## src/vti_pkg.sv

```systemverilog
package vti_pkg;

  typedef enum logic [1:0] {
    KIND_TICK  = 2'd0,
    KIND_READ  = 2'd1,
    KIND_WRITE = 2'd2
  } kind_t;

  // register offsets
  localparam logic [3:0] ADDR_T1CL = 4'h4;
  localparam logic [3:0] ADDR_T1CH = 4'h5;
  localparam logic [3:0] ADDR_T1LL = 4'h6;
  localparam logic [3:0] ADDR_T1LH = 4'h7;
  localparam logic [3:0] ADDR_T2CL = 4'h8;
  localparam logic [3:0] ADDR_T2CH = 4'h9;
  localparam logic [3:0] ADDR_ACR  = 4'hB;
  localparam logic [3:0] ADDR_IFR  = 4'hD;
  localparam logic [3:0] ADDR_IER  = 4'hE;

  // bit positions in IFR/IER and ACR
  localparam int FLAG_T1_BIT      = 6;
  localparam int FLAG_T2_BIT      = 5;
  localparam int IER_SET_BIT      = 7;
  localparam int ACR_T1_FREE_BIT  = 6;
  localparam int ACR_T2_PULSE_BIT = 5;

  localparam int FLAG_W = 7;

  typedef struct packed {
    logic [1:0] kind;
    logic [3:0] reg_address;
    logic [7:0] write_data;
  } item_t;

  typedef struct packed {
    logic [7:0] read_data;
    logic       handled;
    logic       irq;
  } result_t;

  // handshake between the stages
  typedef struct packed {
    logic valid;
    logic advance;
  } stage_ctl_t;

endpackage

```

## src/vti_in_stage.sv

```systemverilog
module vti_in_stage
  import vti_pkg::*;
(
  input  logic  clk,
  input  logic  rst_n,
  input  logic  in_valid,
  output logic  in_ready,
  input  item_t in_item,
  input  logic  advance,
  output logic  s1_valid,
  output item_t s1_item
);

  logic  valid_r;
  logic  valid_nxt;
  item_t item_r;

  // the held beat leaves whenever the result register can take it
  assign in_ready  = !valid_r || advance;
  assign valid_nxt = in_ready ? in_valid : valid_r;

  always_ff @(posedge clk) begin
    if (!rst_n) begin
      valid_r <= 1'b0;
    end else begin
      valid_r <= valid_nxt;
    end
  end

  always_ff @(posedge clk) begin
    if (in_ready && in_valid) begin
      item_r <= in_item;
    end
  end

  assign s1_valid = valid_r;
  assign s1_item  = item_r;

endmodule

```

## src/vti_core.sv

```systemverilog
module vti_core
  import vti_pkg::*;
(
  input  logic       clk,
  input  logic       rst_n,
  input  stage_ctl_t ctl,
  input  item_t      item,
  output result_t    result
);

  logic              fire;
  logic [15:0]       t1_count_r, t1_count_nxt;
  logic [15:0]       t1_reload_r, t1_reload_nxt;
  logic              t1_running_r, t1_running_nxt;
  logic              t1_skip_r, t1_skip_nxt;
  logic              t1_reload_due_r, t1_reload_due_nxt;
  logic              t1_silenced_r, t1_silenced_nxt;
  logic [15:0]       t2_count_r, t2_count_nxt;
  logic [7:0]        t2_low_byte_r, t2_low_byte_nxt;
  logic              t2_running_r, t2_running_nxt;
  logic              t2_skip_r, t2_skip_nxt;
  logic              t2_silenced_r, t2_silenced_nxt;
  logic [7:0]        acr_r, acr_nxt;
  logic [FLAG_W-1:0] flag_r, flag_nxt;
  logic [FLAG_W-1:0] enable_r, enable_nxt;
  logic [15:0]       t1_dec;
  logic [15:0]       t2_dec;
  logic              irq_now;
  logic [7:0]        rd;
  logic              hit;
  logic [7:0]        d;

  assign fire    = ctl.valid && ctl.advance;
  assign t1_dec  = t1_count_r - 16'd1;
  assign t2_dec  = t2_count_r - 16'd1;
  assign irq_now = |(flag_r & enable_r);
  assign d       = item.write_data;

  always_comb begin
    t1_count_nxt      = t1_count_r;
    t1_reload_nxt     = t1_reload_r;
    t1_running_nxt    = t1_running_r;
    t1_skip_nxt       = t1_skip_r;
    t1_reload_due_nxt = t1_reload_due_r;
    t1_silenced_nxt   = t1_silenced_r;
    t2_count_nxt      = t2_count_r;
    t2_low_byte_nxt   = t2_low_byte_r;
    t2_running_nxt    = t2_running_r;
    t2_skip_nxt       = t2_skip_r;
    t2_silenced_nxt   = t2_silenced_r;
    acr_nxt           = acr_r;
    flag_nxt          = flag_r;
    enable_nxt        = enable_r;
    rd                = 8'd0;
    hit               = 1'b0;
    if (fire) begin
      case (item.kind)
        KIND_TICK: begin
          if (t1_running_r) begin
            // a pending reload uses up this tick in place of a decrement
            if (t1_reload_due_r) begin
              t1_count_nxt      = t1_reload_r;
              t1_reload_due_nxt = 1'b0;
              t1_skip_nxt       = 1'b0;
            end else if (t1_skip_r) begin
              t1_skip_nxt = 1'b0;
            end else begin
              t1_count_nxt = t1_dec;
              if ((t1_dec == 16'd0) && !t1_silenced_r) begin
                flag_nxt[FLAG_T1_BIT] = 1'b1;
                if (acr_r[ACR_T1_FREE_BIT]) begin
                  t1_reload_due_nxt = 1'b1;
                end else begin
                  t1_silenced_nxt = 1'b1;
                end
              end
            end
          end
          // pulse-count mode freezes timer 2, skip included
          if (t2_running_r && !acr_r[ACR_T2_PULSE_BIT]) begin
            if (t2_skip_r) begin
              t2_skip_nxt = 1'b0;
            end else begin
              t2_count_nxt = t2_dec;
              if ((t2_dec == 16'd0) && !t2_silenced_r) begin
                flag_nxt[FLAG_T2_BIT] = 1'b1;
                t2_silenced_nxt       = 1'b1;
              end
            end
          end
        end
        KIND_READ: begin
          hit = 1'b1;
          case (item.reg_address)
            ADDR_T1CL: begin
              flag_nxt[FLAG_T1_BIT] = 1'b0;
              rd = t1_count_r[7:0];
            end
            ADDR_T1CH: rd = t1_count_r[15:8];
            ADDR_T1LL: rd = t1_reload_r[7:0];
            ADDR_T1LH: rd = t1_reload_r[15:8];
            ADDR_T2CL: begin
              flag_nxt[FLAG_T2_BIT] = 1'b0;
              rd = t2_count_r[7:0];
            end
            ADDR_T2CH: rd = t2_count_r[15:8];
            ADDR_ACR:  rd = acr_r;
            ADDR_IFR:  rd = {irq_now, flag_r};
            ADDR_IER:  rd = {1'b1, enable_r};
            default:   hit = 1'b0;
          endcase
        end
        KIND_WRITE: begin
          hit = 1'b1;
          case (item.reg_address)
            ADDR_T1CL, ADDR_T1LL: t1_reload_nxt[7:0] = d;
            ADDR_T1CH: begin
              t1_reload_nxt         = {d, t1_reload_r[7:0]};
              t1_count_nxt          = {d, t1_reload_r[7:0]};
              t1_running_nxt        = 1'b1;
              t1_skip_nxt           = 1'b1;
              t1_reload_due_nxt     = 1'b0;
              t1_silenced_nxt       = 1'b0;
              flag_nxt[FLAG_T1_BIT] = 1'b0;
            end
            ADDR_T1LH: begin
              t1_reload_nxt[15:8]   = d;
              flag_nxt[FLAG_T1_BIT] = 1'b0;
            end
            ADDR_T2CL: t2_low_byte_nxt = d;
            ADDR_T2CH: begin
              t2_count_nxt          = {d, t2_low_byte_r};
              t2_running_nxt        = 1'b1;
              t2_skip_nxt           = 1'b1;
              t2_silenced_nxt       = 1'b0;
              flag_nxt[FLAG_T2_BIT] = 1'b0;
            end
            ADDR_ACR: acr_nxt = d;
            ADDR_IFR: flag_nxt = flag_r & ~d[FLAG_W-1:0];
            ADDR_IER: begin
              if (d[IER_SET_BIT]) begin
                enable_nxt = enable_r | d[FLAG_W-1:0];
              end else begin
                enable_nxt = enable_r & ~d[FLAG_W-1:0];
              end
            end
            default: hit = 1'b0;
          endcase
        end
        default: ;
      endcase
    end
  end

  assign result.read_data = rd;
  assign result.handled   = hit;
  assign result.irq       = |(flag_nxt & enable_nxt);

  always_ff @(posedge clk) begin
    if (!rst_n) begin
      t1_count_r      <= '0;
      t1_reload_r     <= '0;
      t1_running_r    <= 1'b0;
      t1_skip_r       <= 1'b0;
      t1_reload_due_r <= 1'b0;
      t1_silenced_r   <= 1'b0;
      t2_count_r      <= '0;
      t2_low_byte_r   <= '0;
      t2_running_r    <= 1'b0;
      t2_skip_r       <= 1'b0;
      t2_silenced_r   <= 1'b0;
      acr_r           <= '0;
      flag_r          <= '0;
      enable_r        <= '0;
    end else begin
      t1_count_r      <= t1_count_nxt;
      t1_reload_r     <= t1_reload_nxt;
      t1_running_r    <= t1_running_nxt;
      t1_skip_r       <= t1_skip_nxt;
      t1_reload_due_r <= t1_reload_due_nxt;
      t1_silenced_r   <= t1_silenced_nxt;
      t2_count_r      <= t2_count_nxt;
      t2_low_byte_r   <= t2_low_byte_nxt;
      t2_running_r    <= t2_running_nxt;
      t2_skip_r       <= t2_skip_nxt;
      t2_silenced_r   <= t2_silenced_nxt;
      acr_r           <= acr_nxt;
      flag_r          <= flag_nxt;
      enable_r        <= enable_nxt;
    end
  end

`ifndef NO_ASSERTIONS
  a_due_needs_run: assert property (@(posedge clk) disable iff (!rst_n)
    t1_reload_due_r |-> t1_running_r)
    else $error("t1 reload pending while stopped");

  a_due_no_skip: assert property (@(posedge clk) disable iff (!rst_n)
    t1_reload_due_r |-> !t1_skip_r && !t1_silenced_r)
    else $error("t1 reload pending with skip or silenced");

  a_t2_sil_run: assert property (@(posedge clk) disable iff (!rst_n)
    t2_silenced_r |-> t2_running_r)
    else $error("t2 silenced while never started");

  a_t1_start: assert property (@(posedge clk) disable iff (!rst_n)
    (fire && (item.kind == KIND_WRITE) && (item.reg_address == ADDR_T1CH))
    |=> t1_running_r && t1_skip_r && !flag_r[FLAG_T1_BIT])
    else $error("t1 start write not taken");
`endif

endmodule

```

## src/vti_out_stage.sv

```systemverilog
module vti_out_stage
  import vti_pkg::*;
(
  input  logic    clk,
  input  logic    rst_n,
  input  logic    s1_valid,
  input  result_t result,
  output logic    advance,
  output logic    out_valid,
  input  logic    out_ready,
  output result_t out_result
);

  logic    valid_r;
  logic    valid_nxt;
  result_t result_r;

  assign advance   = !valid_r || out_ready;
  assign valid_nxt = advance ? s1_valid : valid_r;

  always_ff @(posedge clk) begin
    if (!rst_n) begin
      valid_r <= 1'b0;
    end else begin
      valid_r <= valid_nxt;
    end
  end

  always_ff @(posedge clk) begin
    if (advance && s1_valid) begin
      result_r <= result;
    end
  end

  assign out_valid  = valid_r;
  assign out_result = result_r;

endmodule

```

## src/via_timer_interrupt_block.sv

```systemverilog
// throughput: one beat per cycle; input register, one pass of timer logic, result register
// a stalled output holds the result register and the input register backs up behind it
// reset (rst_n low, synchronous) clears both timers, the latch, ACR, IFR, IER
// and both stage valid bits
module via_timer_interrupt_block
  import vti_pkg::*;
(
  input  logic        clk,
  input  logic        rst_n,
  input  logic        in_tvalid,
  output logic        in_tready,
  input  logic [15:0] in_tdata,   // reg_address [3:0], write_data [11:4], zeros
  input  logic [1:0]  in_tuser,   // kind [1:0]
  output logic        out_tvalid,
  input  logic        out_tready,
  output logic [15:0] out_tdata,  // read_data [7:0], irq [8], zeros
  output logic        out_tuser   // handled [0]
);

  item_t      in_item;
  item_t      s1_item;
  logic       s1_valid;
  logic       advance;
  stage_ctl_t ctl;
  result_t    core_result;
  result_t    out_result;

  assign in_item.kind        = in_tuser;
  assign in_item.reg_address = in_tdata[3:0];
  assign in_item.write_data  = in_tdata[11:4];

  assign ctl.valid   = s1_valid;
  assign ctl.advance = advance;

  vti_in_stage u_in (
    .clk      (clk),
    .rst_n    (rst_n),
    .in_valid (in_tvalid),
    .in_ready (in_tready),
    .in_item  (in_item),
    .advance  (advance),
    .s1_valid (s1_valid),
    .s1_item  (s1_item)
  );

  vti_core u_core (
    .clk    (clk),
    .rst_n  (rst_n),
    .ctl    (ctl),
    .item   (s1_item),
    .result (core_result)
  );

  vti_out_stage u_out (
    .clk        (clk),
    .rst_n      (rst_n),
    .s1_valid   (s1_valid),
    .result     (core_result),
    .advance    (advance),
    .out_valid  (out_tvalid),
    .out_ready  (out_tready),
    .out_result (out_result)
  );

  assign out_tdata = {7'd0, out_result.irq, out_result.read_data};
  assign out_tuser = out_result.handled;

endmodule

```

## config.mk

```make
export PLATFORM = sky130hd
export DESIGN_NAME = via_timer_interrupt_block
export DESIGN_NICKNAME = d
export VERILOG_FILES = /design/src/vti_pkg.sv /design/src/vti_in_stage.sv /design/src/vti_core.sv /design/src/vti_out_stage.sv /design/src/via_timer_interrupt_block.sv
export SDC_FILE = /design/constraint.sdc
export NUM_CORES = 1
export LEC_CHECK = 0
export BUFFER_PORTS_ARGS = -buffer_cell sky130_fd_sc_hd__buf_2
export CAP_MARGIN = 20
export CORE_MARGIN = 3
export CORE_UTILIZATION = 62
export CTS_BUF_LIST = sky130_fd_sc_hd__clkbuf_4
export CTS_CLUSTER_DIAMETER = 150
export DETAILED_ROUTE_END_ITERATION = 8
export PLACE_DENSITY = 0.9
export SKIP_LAST_GASP = 1
export SLEW_MARGIN = 25
export SYNTH_ARGS = -nofsm -noshare
export SYNTH_HDL_FRONTEND = slang
export SYNTH_SLANG_ARGS = --single-unit
```

## constraint.sdc

```tcl
create_clock -name clk -period 6.78 [get_ports clk]
set_clock_uncertainty 0.15 [all_clocks]
set_input_delay 1.017 -clock clk [delete_from_list [all_inputs] [get_ports clk]]
set_output_delay 1.017 -clock clk [all_outputs]
set_load 0.01 [all_outputs]
```

==> flow_summary.json <==
{
  "detail_route.first_pass.iterations": 5,
  "clk_pin_slew_ns": 0.19,
  "setup_viol": 0,
  "cpPeakStageDelay_ns": 0.75,
  "gp_congestion": 0.960,
  "overflow": 0,
  "yosysSeqAreaShare_pct": 38.4,
  "antenna_cells": 0,
  "synth_seq_cells": 111,
  "p_per_area_mw_per_mm2": 197,
  "io_buffer_count": 29,
  "power_switching_w": 0.000414,
  "tightestPinTransition_ns": 1.04,
  "fin_util_pct": 67.2,
  "cts_tree": "done",
  "top_layer_used": "met4",
  "die_w_um": 108,
  "wirelength_um": 19100,
  "grt_pass1_vias": 5457,
  "synthFlopType": "dfxtp_1",
  "wl_met2_um": 8670,
  "drv_slew": 0,
  "via_count": 6060,
  "cts.path.max_buffers": 2,
  "layout-drive-gt1-share_pct": 9.85,
  "mappedNetlistArea_mm2": 0.00642,
  "drc": 0,
  "min_period_over_period_pct": 48.6,
  "arrival_ns": 3.57,
  "critical_path.slowest_cell": "nor2_2",
  "wl_met3_um": 2320,
  "status": "completed",
  "p_seq_share_pct": 55.6,
  "final_common_cell": "dfxtp_1",
  "max_slew_margin_pct": 29.9,
  "clockRootBuffer": "clkbuf_4",
  "p_clk_share_pct": 27.8,
  "clk_latency_ns": 0.51,
  "layout_min_cycle_time_ns": 3.30,
  "critical_path.most_common_cell": "inv_1",
  "hpwl_um": 13100,
  "cp_cell_sequence": "inv_1 > ha_1 > inv_1 > o2111ai_1 > nor2_2 > o21ai_0 > a21oi_1 > nor2b_1",
  "cts_hold_buf": 0,
  "h-tree-depth": 3,
  "timing.fmax_mhz": 303,
  "cts.sinks": 111,
  "power_switching_share_pct": 31.6,
  "start_kind": "flip-flop",
  "worstSetupPathType": "reg -> reg",
  "maxCapViolCount": 0,
  "die_h_um": 108,
  "drt_iter0_markers": 693,
  "peakVddDrop_v": 0.000186,
  "hold_violations": 0,
  "cts_made_buffers": 9,
  "leakagePower_nw": 2.52,
  "dp_cells": 848,
  "finalSetupTns_ns": 0,
  "setup_ws_ns": 3.48,
  "ctsResizeCount": 0,
  "std_cell_rows": 36,
  "path_max_fanout": 21,
  "holdCritPathClass": "reg -> reg",
  "viasPerCell": 7.01,
  "dp_slack_ns": 3.46,
  "worstPathRequired_ns": 7.06,
  "cts_setup_buffers": 0,
  "power_frac_comb_pct": 16.6,
  "core_area_mm2": 0.00991,
  "final_cells": 864,
  "final_cell_mix": "dfxtp_1, nor2b_1, nand2_1",
  "routedWlPerCell_um": 22.1,
  "initial_utilization_pct": 64.8,
  "dieArea_mm2": 0.0116,
  "power.internal_w": 0.000896,
  "grt_max_degree": 88,
  "ys_types": 68,
  "avgSynthCellArea_um2": 8.65,
  "synth-async-reset-ratio_pct": 0,
  "area_growth_pct": 3.76,
  "grt_use_total_pct": 33.7,
  "ant_nets": 0,
  "cp-end-kind": "flip-flop",
  "wl_met1_um": 7380,
  "grt_pass1_wl_um": 29900,
  "pin_count": 41,
  "ys_warn_count": 0,
  "rsz0062_at_grt": "false",
  "synth_edf_count": 24,
  "nets": 756,
  "antenna_found_initial": 0,
  "synthCells": 742
}
registers in the layout (all words and copies together), names as in the netlist, 7 cells and up:
name	count
u_core.flag_r	7
u_core.enable_r	7
u_core.t2_low_byte_r	8
u_in.s1_item	14
u_core.t1_reload_r	16
u_core.acr_r	8
u_out.out_result	10
u_core.t1_count_r	16
u_core.t2_count_r	16
stage by stage:
step | area, um2 | power, W | hold slack [ns]
finish | 6660 | 0.00131 | 0.347
global placement | 6510 | 0.000942 | 0.317
floorplan | 6440 | 0.000896 | 0.292
CTS | 6660 | 0.00130 | 0.346
global route | 6660 | 0.00136 | 0.356
detailed placement | 6510 | 0.000950 | 0.324
cell usage after synthesis, types with 9 or more instances:
| cell type | instances | area, um2 |
|---|---|---|
| mux2i_1 | 42 | 420 |
| nor3_1 | 11 | 55.1 |
| inv_1 | 15 | 56.3 |
| nor2_1 | 44 | 165 |
| dfxtp_1 | 87 | 1740 |
| a22o_1 | 12 | 105 |
| nand2b_1 | 9 | 56.3 |
| a22oi_1 | 17 | 128 |
| clkbuf_1 | 48 | 180 |
| nor2b_1 | 62 | 388 |
| a31oi_1 | 18 | 113 |
| o31ai_1 | 10 | 75.1 |
| a21boi_0 | 14 | 105 |
| o21ai_0 | 43 | 215 |
| nor4_1 | 9 | 56.3 |
| edfxtp_1 | 24 | 721 |
| nand2_1 | 62 | 233 |
| nand3_1 | 21 | 105 |
| a21oi_1 | 36 | 180 |
area by class of cell:
type / count / area (um2)
Inverter: 15 / 56.3
Sequential cell: 111 / 2460
Multi-Input combinational cell: 555 / 3640
Fill cell: 822 / 3250
Clock buffer: 9 / 67.6
Clock inverter: 7 / 85.1
Tap cell: 133 / 166
Timing Repair Buffer: 34 / 183
worst paths after layout:
check,slack (ns),depth (start not counted),endpoint,from
min reg2reg,0.35,1,u_core.flag_r[3],u_core.flag_r[3]
max,3.48,8,u_core.t1_count_r[2],u_in.s1_item[12]
max reg2reg,3.48,8,u_core.t1_count_r[2],u_in.s1_item[12]
min,0.35,1,u_core.flag_r[3],u_core.flag_r[3]
worst max-delay path: cells and delay by family (launching register included):
kind | cells | cell delay [ns]
AOI/OAI and AO/OA | 3 | 0.89
adders and majority gates | 1 | 0.21
buffers and inverters | 2 | 0.72
DFF | 1 | 0.45
and+or+nand+nor | 2 | 0.81
metal layers:
| layer | vias to the layer above | track usage, % |
|---|---|---|
| met5 | - | 0 |
| met3 | 67 | 8.76 |
| li1 | 2696 | - |
| met1 | 2852 | 44.7 |
| met2 | 445 | 52.0 |
| met4 | 0 | 14.2 |
power groups by stage:
stage / clock (W) / combinational, W / sequential, W
global route: 0.000394 / 0.000239 / 0.000731
CTS: 0.000366 / 0.000211 / 0.000726
detailed placement: 0 / 0.000210 / 0.000740
global placement: 0 / 0.000203 / 0.000739
floorplan: 0 / 0.000178 / 0.000718
finish: 0.000364 / 0.000217 / 0.000729
cell families after synthesis:
group	share of synthesized area, %
AO/OA/AOI/OAI	22.6
XOR/XNOR	1.23
adder cells (fa/ha/maj)	1.56
buffers and inverters	5.42
flip-flops	38.4
multiplexers	7.43
other	0.0584
AND/OR/NAND/NOR	23.3
No activity file was read; power rests on OpenSTA's default activity.
